## config.mk

```make
export PLATFORM = sky130hd
export DESIGN_NAME = segment_placement_allocator
export DESIGN_NICKNAME = d
export VERILOG_FILES = /design/src/design/spa_pkg.sv /design/src/design/spa_cell.sv /design/src/design/segment_placement_allocator.sv
export SDC_FILE = /design/constraint.sdc
export NUM_CORES = 2
export LEC_CHECK = 0
export BUFFER_PORTS_ARGS = -buffer_cell sky130_fd_sc_hd__buf_2
export CORE_MARGIN = 5
export CORE_UTILIZATION = 35
export CTS_BUF_LIST = sky130_fd_sc_hd__clkbuf_4 sky130_fd_sc_hd__clkbuf_8 sky130_fd_sc_hd__clkbuf_16
export DETAILED_ROUTE_END_ITERATION = 7
export PLACE_DENSITY_LB_ADDON = 0.12
export RECOVER_POWER = 25
export SLEW_MARGIN = 25
export SYNTH_ARGS = -nofsm -noshare
export SYNTH_HDL_FRONTEND = slang
export SYNTH_SLANG_ARGS = --single-unit
```

## constraint.sdc

```tcl
create_clock -name clk -period 24.3 [get_ports clk]
set_input_delay 3.645 -clock clk [delete_from_list [all_inputs] [get_ports clk]]
set_output_delay 3.645 -clock clk [all_outputs]
set_load 0.01 [all_outputs]
```

## src/design/spa_pkg.sv

```systemverilog
// ----------------------------------------------------------------------------
// spa_pkg
// Shared constants, command and status codes, and cell operations for the
// segment placement allocator.
// ----------------------------------------------------------------------------
package spa_pkg;

  localparam int MAX_SEGMENTS_DEF = 16;
  localparam int ADDR_BITS_DEF    = 16;
  localparam int CFG_W            = 17;

  localparam logic [1:0] CMD_ALLOC   = 2'd0;
  localparam logic [1:0] CMD_FREE    = 2'd1;
  localparam logic [1:0] CMD_COMPACT = 2'd2;

  localparam logic [1:0] ST_OK       = 2'd0;
  localparam logic [1:0] ST_NO_SPACE = 2'd1;
  localparam logic [1:0] ST_NOT_FND  = 2'd2;
  localparam logic [1:0] ST_FULL     = 2'd3;

  localparam logic REG_FIT_MODE = 1'b0;
  localparam logic REG_MEM_SIZE = 1'b1;

  typedef enum logic [1:0] {
    CELL_NOP,
    CELL_INSERT,
    CELL_DELETE,
    CELL_WRITE
  } cell_op_t;

endpackage

```

## src/design/spa_cell.sv

```systemverilog
// ----------------------------------------------------------------------------
// spa_cell
// One table slot. Holds a segment base and length; shifts right on insert,
// left on delete, and takes a new base on a compaction write.
// ----------------------------------------------------------------------------
module spa_cell import spa_pkg::*; #(
  parameter int IDX       = 0,
  parameter int ADDR_BITS = ADDR_BITS_DEF,
  parameter int CW        = 5,
  parameter int IW        = 4
) (
  input  logic                 clk,
  input  cell_op_t             op,
  input  logic [CW-1:0]        count,
  input  logic [IW-1:0]        widx,
  input  logic [ADDR_BITS-1:0] key,
  input  logic [ADDR_BITS:0]   new_len,
  input  logic [ADDR_BITS-1:0] left_base,
  input  logic [ADDR_BITS:0]   left_len,
  input  logic [ADDR_BITS-1:0] right_base,
  input  logic [ADDR_BITS:0]   right_len,
  input  logic                 chain_in,
  output logic                 chain_out,
  output logic [ADDR_BITS-1:0] base_r,
  output logic [ADDR_BITS:0]   len_r
);

  localparam logic [CW-1:0] MY_IDX = CW'(IDX);

  logic                 valid;
  logic                 ins;
  logic                 hit;
  logic [ADDR_BITS-1:0] base_nxt;
  logic [ADDR_BITS:0]   len_nxt;

  assign valid = MY_IDX < count;

  // Chain flags: insert point and delete point ripple along the row
  always_comb begin
    ins       = (valid && base_r > key) || (MY_IDX == count);
    hit       = chain_in || (valid && base_r == key);
    chain_out = 1'b0;
    base_nxt  = base_r;
    len_nxt   = len_r;
    case (op)
      CELL_INSERT: begin
        chain_out = ins;
        if (ins) begin
          if (chain_in) begin
            base_nxt = left_base;
            len_nxt  = left_len;
          end else begin
            base_nxt = key;
            len_nxt  = new_len;
          end
        end
      end
      CELL_DELETE: begin
        chain_out = hit;
        if (hit) begin
          base_nxt = right_base;
          len_nxt  = right_len;
        end
      end
      CELL_WRITE: begin
        if (widx == MY_IDX[IW-1:0] && valid) base_nxt = key;
      end
      default: ;
    endcase
  end

  always_ff @(posedge clk) begin
    base_r <= base_nxt;
    len_r  <= len_nxt;
  end

endmodule

```

## src/design/segment_placement_allocator.sv

```systemverilog
// ----------------------------------------------------------------------------
// segment_placement_allocator
// Sorted segment table in a row of cells with first/best fit placement and
// compaction that reports each moved segment.
// ----------------------------------------------------------------------------
// Allocate scans the table in S_FIT (first fit stops at the first gap that fits),
// inserts in S_INS and may compact once and rescan; free runs S_DEL, compact
// runs S_CPT; a full table or a zero size answers straight from S_IDLE.
// One item at a time: busy stays high while the sequencer walks the table one
// cell per cycle. Results appear at most one per cycle on out_valid; no stall.
// Reset (synchronous, rst_n low) empties the table, sets first fit and 65536.
module segment_placement_allocator import spa_pkg::*; #(
  parameter int MAX_SEGMENTS = MAX_SEGMENTS_DEF,
  parameter int ADDR_BITS    = ADDR_BITS_DEF
) (
  input  logic                 clk,
  input  logic                 rst_n,
  input  logic                 start,
  output logic                 busy,
  input  logic [1:0]           in_cmd,
  input  logic [ADDR_BITS:0]   in_seg_size,
  input  logic [ADDR_BITS-1:0] in_seg_base,
  input  logic                 cfg_valid,
  output logic                 cfg_ready,
  input  logic                 cfg_index,
  input  logic [CFG_W-1:0]     cfg_data,
  output logic                 out_valid,
  output logic [1:0]           out_status,
  output logic [ADDR_BITS-1:0] out_placed_base,
  output logic                 out_is_move,
  output logic [ADDR_BITS-1:0] out_move_from,
  output logic [ADDR_BITS-1:0] out_move_to,
  output logic [ADDR_BITS:0]   out_move_length,
  output logic                 out_last
);

  localparam int CW = $clog2(MAX_SEGMENTS + 1);
  localparam int IW = $clog2(MAX_SEGMENTS);
  localparam int SW = ((ADDR_BITS > CFG_W) ? ADDR_BITS : CFG_W) + 2;
  localparam logic [SW-1:0] CAP = SW'(1) << ADDR_BITS;
  localparam logic [CW-1:0] MAX_CNT = CW'(MAX_SEGMENTS);

  typedef enum logic [2:0] {S_IDLE, S_FIT, S_CPT, S_INS, S_DEL} state_t;

  state_t               state_r;
  logic [CW-1:0]        count_r;
  logic [CW-1:0]        idx_r;
  logic                 fit_mode_r;
  logic [CFG_W-1:0]     mem_size_r;
  logic [1:0]           cmd_r;
  logic [ADDR_BITS:0]   size_r;
  logic [ADDR_BITS-1:0] key_r;
  logic [SW-1:0]        prev_r;
  logic                 found_r;
  logic [SW-1:0]        best_at_r;
  logic [SW-1:0]        best_left_r;
  logic                 compacted_r;
  logic [ADDR_BITS-1:0] where_r;

  logic                 ov_r;
  logic [1:0]           os_r;
  logic [ADDR_BITS-1:0] opb_r;
  logic                 om_r;
  logic [ADDR_BITS-1:0] of_r;
  logic [ADDR_BITS-1:0] ot_r;
  logic [ADDR_BITS:0]   ol_r;
  logic                 olast_r;

  cell_op_t             op;
  logic [ADDR_BITS-1:0] key;
  logic [ADDR_BITS-1:0] cb   [MAX_SEGMENTS];
  logic [ADDR_BITS:0]   cl   [MAX_SEGMENTS];
  logic                 chn  [MAX_SEGMENTS+1];

  logic [SW-1:0]        mem_eff;
  logic [SW-1:0]        b;
  logic [SW-1:0]        e;
  logic [SW-1:0]        sz;
  logic                 fits;
  logic [SW-1:0]        left;
  logic [SW-1:0]        nxt_base;

  // Cell row
  assign chn[0] = 1'b0;
  for (genvar j = 0; j < MAX_SEGMENTS; j++) begin : g_cell
    spa_cell #(.IDX(j), .ADDR_BITS(ADDR_BITS), .CW(CW), .IW(IW)) u_cell (
      .clk       (clk),
      .op        (op),
      .count     (count_r),
      .widx      (idx_r[IW-1:0]),
      .key       (key),
      .new_len   (size_r),
      .left_base ((j > 0) ? cb[(j > 0) ? j-1 : 0] : cb[0]),
      .left_len  ((j > 0) ? cl[(j > 0) ? j-1 : 0] : cl[0]),
      .right_base(cb[(j < MAX_SEGMENTS-1) ? j+1 : j]),
      .right_len (cl[(j < MAX_SEGMENTS-1) ? j+1 : j]),
      .chain_in  (chn[j]),
      .chain_out (chn[j+1]),
      .base_r    (cb[j]),
      .len_r     (cl[j])
    );
  end

  // Scan read and fit arithmetic
  always_comb begin
    mem_eff  = (SW'(mem_size_r) > CAP) ? CAP : SW'(mem_size_r);
    b        = SW'(cb[idx_r[IW-1:0]]);
    e        = b + SW'(cl[idx_r[IW-1:0]]);
    sz       = SW'(size_r);
    fits     = (b > prev_r) && (b - prev_r >= sz) && (prev_r + sz <= mem_eff);
    left     = b - prev_r - sz;
    nxt_base = SW'(prev_r[ADDR_BITS-1:0]);
  end

  // Cell commands
  always_comb begin
    op  = CELL_NOP;
    key = key_r;
    case (state_r)
      S_INS: begin
        op  = CELL_INSERT;
        key = where_r;
      end
      S_DEL: op = CELL_DELETE;
      S_CPT: begin
        op  = (idx_r < count_r && b != prev_r) ? CELL_WRITE : CELL_NOP;
        key = prev_r[ADDR_BITS-1:0];
      end
      default: ;
    endcase
  end

  assign busy      = (state_r != S_IDLE);
  assign cfg_ready = 1'b1;
  assign out_valid       = ov_r;
  assign out_status      = os_r;
  assign out_placed_base = opb_r;
  assign out_is_move     = om_r;
  assign out_move_from   = of_r;
  assign out_move_to     = ot_r;
  assign out_move_length = ol_r;
  assign out_last        = olast_r;

  // Sequencer, configuration and result register
  always_ff @(posedge clk) begin
    ov_r    <= 1'b0;
    os_r    <= ST_OK;
    opb_r   <= '0;
    om_r    <= 1'b0;
    of_r    <= '0;
    ot_r    <= '0;
    ol_r    <= '0;
    olast_r <= 1'b0;
    if (!rst_n) begin
      state_r    <= S_IDLE;
      count_r    <= '0;
      fit_mode_r <= 1'b0;
      mem_size_r <= CFG_W'(65536);
    end else begin
      if (cfg_valid && cfg_ready) begin
        if (cfg_index == REG_FIT_MODE) fit_mode_r <= cfg_data[0];
        else mem_size_r <= cfg_data;
      end
      case (state_r)
        S_IDLE: begin
          if (start) begin
            cmd_r       <= in_cmd;
            size_r      <= in_seg_size;
            key_r       <= in_seg_base;
            idx_r       <= '0;
            prev_r      <= '0;
            found_r     <= 1'b0;
            compacted_r <= 1'b0;
            case (in_cmd)
              CMD_ALLOC: begin
                if (count_r >= MAX_CNT) begin
                  ov_r <= 1'b1; os_r <= ST_FULL; olast_r <= 1'b1;
                end else if (in_seg_size == '0) begin
                  ov_r <= 1'b1; os_r <= ST_NO_SPACE; olast_r <= 1'b1;
                end else begin
                  state_r <= S_FIT;
                end
              end
              CMD_FREE:    state_r <= S_DEL;
              CMD_COMPACT: state_r <= S_CPT;
              default: ;
            endcase
          end
        end
        S_FIT: begin
          if (idx_r < count_r) begin
            if (fits && !fit_mode_r) begin
              where_r <= prev_r[ADDR_BITS-1:0];
              state_r <= S_INS;
            end else begin
              if (fits && (!found_r || left < best_left_r)) begin
                found_r     <= 1'b1;
                best_left_r <= left;
                best_at_r   <= prev_r;
              end
              if (e > prev_r) prev_r <= e;
              idx_r <= idx_r + 1'b1;
            end
          end else if (found_r) begin
            where_r <= best_at_r[ADDR_BITS-1:0];
            state_r <= S_INS;
          end else if (prev_r + sz <= mem_eff) begin
            where_r <= prev_r[ADDR_BITS-1:0];
            state_r <= S_INS;
          end else if (!compacted_r) begin
            compacted_r <= 1'b1;
            idx_r       <= '0;
            prev_r      <= '0;
            state_r     <= S_CPT;
          end else begin
            ov_r <= 1'b1; os_r <= ST_NO_SPACE; olast_r <= 1'b1;
            state_r <= S_IDLE;
          end
        end
        S_CPT: begin
          if (idx_r < count_r) begin
            if (b != prev_r) begin
              ov_r <= 1'b1;
              om_r <= 1'b1;
              of_r <= b[ADDR_BITS-1:0];
              ot_r <= prev_r[ADDR_BITS-1:0];
              ol_r <= cl[idx_r[IW-1:0]];
              prev_r <= nxt_base + SW'(cl[idx_r[IW-1:0]]);
            end else begin
              prev_r <= e;
            end
            idx_r <= idx_r + 1'b1;
          end else if (cmd_r == CMD_ALLOC) begin
            idx_r   <= '0;
            prev_r  <= '0;
            found_r <= 1'b0;
            state_r <= S_FIT;
          end else begin
            ov_r <= 1'b1; os_r <= ST_OK; olast_r <= 1'b1;
            state_r <= S_IDLE;
          end
        end
        S_INS: begin
          count_r <= count_r + 1'b1;
          ov_r    <= 1'b1;
          os_r    <= ST_OK;
          opb_r   <= where_r;
          olast_r <= 1'b1;
          state_r <= S_IDLE;
        end
        S_DEL: begin
          ov_r    <= 1'b1;
          olast_r <= 1'b1;
          if (chn[MAX_SEGMENTS]) begin
            count_r <= count_r - 1'b1;
            os_r    <= ST_OK;
          end else begin
            os_r <= ST_NOT_FND;
          end
          state_r <= S_IDLE;
        end
        default: state_r <= S_IDLE;
      endcase
    end
  end

  // Checks
  a_count_max: assert property (@(posedge clk) disable iff (!rst_n)
    count_r <= MAX_CNT) else $error("entry count above table depth");
  a_move_busy: assert property (@(posedge clk) disable iff (!rst_n)
    (ov_r && om_r) |-> (busy && !olast_r)) else $error("move outside compaction");
  a_count_step: assert property (@(posedge clk) disable iff (!rst_n)
    (count_r != $past(count_r)) |-> (count_r == $past(count_r) + 1'b1 ||
      count_r == $past(count_r) - 1'b1)) else $error("count jumped");
  a_idle_done: assert property (@(posedge clk) disable iff (!rst_n)
    (state_r == S_INS) |=> (ov_r && olast_r && !busy)) else $error("insert not closed");

endmodule
```

Word-level counts from Yosys, hierarchy flattened
Cells that the tools add are included.
{"block": "word_totals", "reg_bits": 736, "out_inout_bits": 72}
{"block": "classes", "add_sub_neg": 8, "order_cmp": 41, "n_eq_ne": 124, "n_mux": 237, "bitwise": 3, "reduce_logical": 148}
{"operator": "two-way mux 16 bit", "n": 68}
{"operator": "two-way mux 17 bit", "n": 48}
{"operator": "one-hot mux 16 bit (3 select lines)", "n": 15}
{"operator": "one-hot mux 17 bit (2 select lines)", "n": 15}
{"operator": "== test 16 bit", "n": 16}
{"operator": "> comparator 16 bit", "n": 16}
{"operator": "two-way mux 19 bit", "n": 9}
{"operator": "!= test 2 x 1 -> 1 bit, second input constant", "n": 48}
{"operator": "binary-select mux 17 bit (select 4 bit)", "n": 1}
{"operator": "AND reduction 4 bit", "n": 17}
{"operator": "binary-select mux 16 bit (select 4 bit)", "n": 1}
{"operator": "one-hot mux 16 bit (2 select lines)", "n": 2}
{"operator": "one-hot mux 19 bit (3 select lines)", "n": 1}
{"operator": "AND reduction 3 bit", "n": 18}
{"operator": "logical AND 1 bit", "n": 53}
{"operator": "two-way mux 5 bit", "n": 9}
{"operator": "== test 4 x 5 -> 1 bit, first input constant", "n": 8}
{"operator": "less-than comparator 4 x 5 -> 1 bit, first input constant", "n": 8}
{"operator": "adder 16 x 17 -> 18 bit", "n": 2}
{"operator": "one-hot mux 1 bit (2 select lines)", "n": 17}
{"operator": "== test 4 bit, second input constant", "n": 8}
{"operator": "logical OR 1 bit", "n": 32}
{"operator": "two-way mux 1 bit", "n": 27}
{"operator": "!= test 3 bit, second input constant", "n": 9}
{"operator": "other kinds (55)", "n": 113}

Longest topological paths before layout
{"block": "logic_depth", "depth_word": 42, "mapped_depth": 31, "mapped_depth_nobuf": 29}

Hierarchy
From an unflattened synthesis, not the netlist that was laid out.
{"block": "hier_totals", "hier_cells": 5248, "hier_area_um2": 53647.7}
{"mod": "segment_placement_allocator", "n_inst": 1, "cells_each": 1529, "area_each_um2": 16768.6}
{"mod": "spa_cell (g_cell[14].u_cell)", "n_inst": 1, "cells_each": 239, "area_each_um2": 2378.5}
{"mod": "spa_cell (g_cell[13].u_cell)", "n_inst": 1, "cells_each": 233, "area_each_um2": 2377.3}
{"mod": "spa_cell (g_cell[7].u_cell)", "n_inst": 1, "cells_each": 226, "area_each_um2": 2363.5}
{"mod": "spa_cell (g_cell[2].u_cell)", "n_inst": 1, "cells_each": 239, "area_each_um2": 2343.5}
{"mod": "spa_cell (g_cell[1].u_cell)", "n_inst": 1, "cells_each": 227, "area_each_um2": 2338.5}
{"mod": "spa_cell (g_cell[4].u_cell)", "n_inst": 1, "cells_each": 237, "area_each_um2": 2317.2}
{"mod": "spa_cell (g_cell[8].u_cell)", "n_inst": 1, "cells_each": 243, "area_each_um2": 2304.7}
{"mod": "spa_cell (g_cell[5].u_cell)", "n_inst": 1, "cells_each": 231, "area_each_um2": 2299.7}
{"mod": "spa_cell (g_cell[0].u_cell)", "n_inst": 1, "cells_each": 237, "area_each_um2": 2298.5}
{"mod": "spa_cell (g_cell[10].u_cell)", "n_inst": 1, "cells_each": 238, "area_each_um2": 2297.2}
{"mod": "spa_cell (g_cell[6].u_cell)", "n_inst": 1, "cells_each": 232, "area_each_um2": 2272.2}
{"mod": "spa_cell (g_cell[12].u_cell)", "n_inst": 1, "cells_each": 233, "area_each_um2": 2270.9}
{"mod": "spa_cell (g_cell[11].u_cell)", "n_inst": 1, "cells_each": 225, "area_each_um2": 2262.2}
{"mod": "3 more rows"}

Least setup slack after synthesis
OpenSTA, ideal clock, no wires.
{"block": "synth_path", "path_kind": "reg-to-reg", "startpoint": "register idx_r[0]", "endpoint": "register g_cell[4].u_cell.base_r[0], enable pin", "setup_time_ps": 478, "arrival_ps": 8537, "required_time_ps": 23822, "slack_ps": 15285, "stages_incl_launch_ff": 24, "path_cell_list": "edfxtp_1 > clkbuf_1 > clkbuf_1 > buf_1 > mux4_2 > mux4_2 > ha_1 > and3_1 > nand2_1 > nor3_1 > and3_1 > nand2b_1 > nor2_1 > clkbuf_1 > a21oi_1 > inv_1 > ha_1 > inv_1 > nand2_1 > o31a_1 > nand3b_1 > o21ai_1 > and3_1 > a2111oi_0"}
{"block": "synth_via", "elab_chain_len": 19, "elab_cells_between_ends": 27, "classes_between": "order compare (1); eq/ne (8); mux (9); bitwise (1); reduce/logical (8)"}
{"item": "start: declaration", "line": "segment_placement_allocator.sv:47", "rtl": "logic [CW-1:0] idx_r;"}
{"item": "start signal: assignment", "line": "segment_placement_allocator.sv:202", "rtl": "idx_r <= idx_r + 1'b1;"}
{"item": "start signal: assignment", "line": "segment_placement_allocator.sv:232", "rtl": "idx_r <= idx_r + 1'b1;"}
{"item": "inverter 4 -> 5 bit (implied by the code) (*)", "line": "segment_placement_allocator.sv:107", "rtl": "b = SW'(cb[idx_r[IW-1:0]]);"}
{"item": "binary-select mux 16 bit (select 4 bit) (*)", "line": "segment_placement_allocator.sv:107"}
{"item": "two-way mux 16 bit (implied by the code) (*) (2 in a row)", "line": "segment_placement_allocator.sv:107"}
{"item": "named net b[9]", "line": "segment_placement_allocator.sv:76", "rtl": "logic [SW-1:0] b;"}
{"item": "!= test 16 x 19 -> 1 bit (*)", "line": "segment_placement_allocator.sv:126", "rtl": "op = (idx_r < count_r && b != prev_r) ? CELL_WRITE : CELL_NOP;"}
{"item": "logical AND 1 bit (*)", "line": "segment_placement_allocator.sv:126"}
{"item": "two-way mux 2 bit (*)", "line": "segment_placement_allocator.sv:126"}
{"item": "one-hot mux 2 bit (3 select lines) (*)", "line": "segment_placement_allocator.sv:119", "rtl": "case (state_r)"}
{"item": "[... 3 more ...]"}
{"item": "one-hot mux 1 bit (2 select lines)", "line": "spa_cell.sv:45", "rtl": "case (op)"}
{"item": "logical OR 1 bit", "line": "spa_cell.sv:41", "rtl": "hit = chain_in || (valid && base_r == key);"}
{"item": "one-hot mux 1 bit (2 select lines)", "line": "spa_cell.sv:45"}
{"item": "logical OR 1 bit", "line": "spa_cell.sv:41"}
{"item": "one-hot mux 1 bit (2 select lines)", "line": "spa_cell.sv:45"}
{"item": "logical OR 1 bit", "line": "spa_cell.sv:41"}
{"item": "!= test 2 x 1 -> 1 bit (no line)"}
{"item": "AND reduction 4 bit (no line) (*)"}
{"item": "end signal: assignment", "line": "spa_cell.sv:73", "rtl": "base_r <= base_nxt;"}
{"item": "end: declaration", "line": "spa_cell.sv:24", "rtl": "output logic [ADDR_BITS-1:0] base_r,"}
The timed path passes the listed nets; every way through them passes the cells marked *. The select of a mux whose other input is x is not followed.
A chain may end at the register's enable or synchronous reset.

Worst setup path after layout
{"block": "layout_path", "startpoint": "register idx_r[0]", "endpoint": "register g_cell[12].u_cell.len_r[11], data pin"}
{"block": "layout_via", "elab_chain_len": 35, "elab_cells_between_ends": 37, "classes_between": "order compare (1); eq/ne (3); mux (20); bitwise (1); reduce/logical (12)"}
{"item": "inverter 4 -> 5 bit (implied by the code) (*)", "line": "segment_placement_allocator.sv:107"}
{"item": "binary-select mux 16 bit (select 4 bit) (*)", "line": "segment_placement_allocator.sv:107"}
{"item": "two-way mux 16 bit (implied by the code) (*) (2 in a row)", "line": "segment_placement_allocator.sv:107"}
{"item": "named net b[1]", "line": "segment_placement_allocator.sv:76"}
{"item": "!= test 16 x 19 -> 1 bit (*)", "line": "segment_placement_allocator.sv:126"}
{"item": "logical AND 1 bit (*)", "line": "segment_placement_allocator.sv:126"}
{"item": "two-way mux 2 bit (*)", "line": "segment_placement_allocator.sv:126"}
{"item": "one-hot mux 2 bit (3 select lines) (*)", "line": "segment_placement_allocator.sv:119"}
{"item": "[... 20 more ...]"}
{"item": "logical OR 1 bit", "line": "spa_cell.sv:41"}
{"item": "one-hot mux 1 bit (2 select lines)", "line": "spa_cell.sv:45"}
{"item": "logical OR 1 bit", "line": "spa_cell.sv:41"}
{"item": "one-hot mux 1 bit (2 select lines)", "line": "spa_cell.sv:45"}
{"item": "two-way mux 17 bit", "line": "spa_cell.sv:49", "rtl": "if (chain_in) begin"}
{"item": "two-way mux 17 bit", "line": "spa_cell.sv:48", "rtl": "if (ins) begin"}
{"item": "one-hot mux 17 bit (2 select lines) (*)", "line": "spa_cell.sv:45"}
{"item": "named net g_cell[12].u_cell.len_nxt[11]", "line": "spa_cell.sv:34", "rtl": "logic [ADDR_BITS:0] len_nxt;"}
{"item": "end signal: assignment", "line": "spa_cell.sv:74", "rtl": "len_r <= len_nxt;"}
{"item": "end: declaration", "line": "spa_cell.sv:25", "rtl": "output logic [ADDR_BITS:0] len_r"}
Marked as above.

==> results.md <==
- The clock reaches the later pin of the worst-skew pair after between 0.7 and 0.8 ns.
- The type of element capturing the critical path is a register.
- After floorplanning, the core was sized to cover 146000 um2.
- Headroom to the max-slew limit came out at -1.22.
- Setup repair after global routing left no endpoint under its margin.
- The number of synthesized register bits is 735.
- The number of synthesis warnings is 0.
- Tracing the worst setup path back leads to its startpoint at idx_r[0]$_SDFFCE_PP0P_.
- The number of clock buffers added by TritonCTS is just over 90.
- Of the total synthesized cell area, the portion taken by AND, OR, NAND and NOR gates is 0.118.
- The main combinational cell family by area after synthesis is compound AO/OA/AOI/OAI gates.
- The leading area contributor after synthesis is edfxtp_1.
- The startpoint identified for the worst hold timing path is where_r[8]$_DFFE_PP_.
- The cell with the largest stage delay on the worst path is clkbuf_1.
- At the end of the flow, the number of nets in the layout was between 5000 and 6000.
- For this run, the total global-route usage over all layers was measured as 0.272.
- The required time of the critical path is between 20 and 25 ns.
- STA classifies the critical path startpoint as a register.
- The highest net fanout along the worst path is between 200 and 250.
- The final reports fail on max-capacitance violations, max-slew violations.
- The die is about 390 um tall.
- The number of buffer and inverter instances along the worst setup path is 8.
- The HPWL after detailed placement is about 150 mm.
- For this run, the leading register cell type out of synthesis is edfxtp_1.
- By area the synthesized netlist is led by edfxtp_1 (37%), ha_1 (9.6%), mux4_2 (7.2%).
- The min-delay analysis places its worst path in the category register to register.
- CTS saw between 700 and 800 sinks.
- The count of TritonRoute iterations in the first routing pass is 5.
- In the final layout, the share of cells above drive strength 1 is 0.119.
- The cell sitting at the root of the clock tree is a clkbuf_16.
- Dividing the final minimum period by the clock period gives 0.662.
- After synthesis, the most frequently instantiated cells are edfxtp_1 (639), nand2_1 (454), o21ai_0 (447), ha_1 (395), a21oi_1 (376).
- The cell row count is 140.
- The number of pins exceeding their max-slew limit in the final report is about 430.
- The setup slack of the most critical reg-to-reg path is slightly above 8 ns.
- The number of nets still failing antenna checks after routing is 0.
- The residual overflow from global routing is 0.
- The maximum clock rate is slightly above 60 MHz.
- Dividing the detail-routed via count by the number of cells gives roughly 6.1.
- Of the total synthesized cell area, the portion taken by full adders, half adders and majority gates is 0.0994.
- The launch point of the worst reg-to-reg path is idx_r[0]$_SDFFCE_PP0P_.
- The total I/O pin count is 129.
- The final layout contains routed wiring with a total length of around 220 mm.
- The kind of critical path is register to register.
- The synthesized netlist occupies a cell area of between 50000 and 60000 um2.
- IR analysis of the VDD net gives a maximum drop of approximately 51 uV.
- In this design, the critical path's most frequently occurring cell is clkbuf_1.
- The mean instance size in the synthesized netlist is between 10 and 15 um2.
- Synthesis produced a netlist with a net count of ~5400.
- Data on the critical path arrives at its endpoint at about 17 ns.
- The die is ~400 um wide.
- The final hold violation count is 0.
- The total power divided by cell area is a little over 90 nW/um2.
- The xor/xnor share of the synthesized area is 0.0148.
- The actual slew at the worst max-slew pin is 3.33 ns.
- The global-route wire length before repair is 304 mm.
- The detailed router finished its first iteration with 4469 violations.
- After synthesis, the share of cell area in mux cells is 0.152.
- The number of buffers inserted for hold repair after clock tree synthesis is 0.
- The total of endpoints with negative setup slack in the final report is 0.
- Walking the worst path, the cells encountered are clkbuf_1, clkbuf_1, mux4_2, mux4_2, ha_1, nand2_1, nor2_1, and3_1, nand2b_1, nor2_4, clkbuf_1, nor2_1, inv_1, ha_1, buf_4, clkbuf_1, buf_12, buf_6, nor2_1, a221o_1.
- The fraction of the mapped netlist area in compound gates came to 0.164.
- At the end of routability-driven placement, the weighted congestion stood at 0.954.
- The average wire per standard cell is just over 30 um.
- The number of instances in the synthesized netlist is approximately 5000.
- Once the clock tree was built, the setup fixing pass inserted 0 buffers.
- The leading cell type by number of instances after synthesis is edfxtp_1.
- The leakage component of the power is around 21 nW.
- The share of synthesized flip-flops with an asynchronous set or reset is 0.
- The tool flagged a number of max-cap violations equal to 10.
- The pin count of the biggest net entering global routing is 219.
- After synthesis, the netlist uses between 90 and 100 different library cells.
- After detailed routing, the number of remaining DRC violations is 0.
- The H-tree depth is 3.
- The worst clock skew is about 0.028 ns.
- The maximum clock path buffer count is 3.
- The number of global-route vias before repair is between 40000 and 50000.
- The count of buffers added on input and output ports is 127.
- The starting density of the core is 0.352.
- The total die area is roughly 150000 um2.
- The run finished, with violations left.
- The number of antenna violations at the first check in global routing is 8.
- Subtracting the final worst setup slack from the clock period gives 16.08 ns.
- Of the synthesized area, sequential elements account for 0.411.
- Summed over all failing endpoints, the final setup total negative slack is 0 ns.
- The critical path's largest stage delay is 2.13 ns.
- Compared with the post-synthesis result, the final layout area differs by 11.8%.
- The layout has ~14000 filler cells.
- Clock-pin slew was measured on the worst setup and hold paths at 0.06 ns.
- Measured on the finished design, the core utilization comes to 0.394.
- The number of instances resized during post-cts repair is 0.
- The number of enable flip-flop cells after synthesis is between 600 and 700.
- On the critical path the largest part of the delay comes from buffers and inverters.
- Of the post-synthesis cell area, the dominant cell type holds 0.374.
- The total number of vias is ~42000.
- TritonCTS built the clock tree.
==> final timing paths <==
path,depth (start not counted),end
max,20,g_cell[12].u_cell.len_r[11]$_DFFE_PP_
min,1,out_placed_base[8]$_SDFF_PN0_
max reg2reg,20,g_cell[12].u_cell.len_r[11]$_DFFE_PP_
min reg2reg,1,out_placed_base[8]$_SDFF_PN0_
==> power by group <==
part	internal, mW	switching [mW]
Sequential	1.60	0.158
Clock	0.853	0.620
Combinational	0.749	1.26
Total	3.20	2.04
==> state kept, by name, indices dropped and copies added, names as in the netlist, 17 cells and up <==
register	flops
prev_r	18
g_cell.u_cell.len_r	272
g_cell.u_cell.base_r	256
mem_size_r	17
size_r	17
best_left_r	19
out_move_length	17
==> metal layers <==
metal,GRT usage,part of all wire
met3,0.0526,0.082
met5,0,0
met2,0.432,0.45
met1,0.374,0.43
met4,0.0917,0.038
==> layout make-up <==
class                   instances  area, um2  share of cell area
repair buffers                261       1540              0.0268
multi-input cells            3695      28600               0.498
diodes                          3       7.51            0.000131
clock inverters                54        531             0.00924
flip-flops and latches        735      21100               0.368
clock buffers                 117       2660              0.0462
well taps                    1917       2400              0.0418
inverters                     159        597              0.0104
==> kinds of logic (layout without fill, tap and decap cells) <==
group | count (synthesis) | in the layout
compound gates | 1403 | 1403
xor+xnor | 87 | 87
fa+ha+maj | 406 | 406
buf+inv | 503 | 591
flops | 735 | 735
mux | 561 | 561
other cells | 1 | 4
simple gates | 1237 | 1237
==> layout by cell type, fill, tap and decap left out, drive strengths merged, types with 44 or more instances in the layout <==
master,n
nand2,454
o21ai,543
clkbuf,232
mux2i,345
mux2,51
mux4,165
a22oi,82
buf,146
xnor2,71
a31oi,44
nand3,89
ha,395
and3,84
edfxtp,639
inv,165
a21o,94
nand4,64
nor2,232
nor3,50
nor2b,119
a21oi,376
dfxtp,96
==> stage by stage <==
stage	instances	total power, mW	instance area, um2	hold slack (ns)	setup WS (ns)
finish	6941	5.24	57400	0.475	8.22
global route	6938	5.50	57400	0.500	6.89
CTS	6938	5.24	57600	0.476	14.17
detailed placement	6767	3.75	54400	0.462	14.23
global placement	6764	3.74	54300	0.462	14.33
floorplan	4933	3.00	51400	0.448	15.29
(Power assumes the default switching activity.)
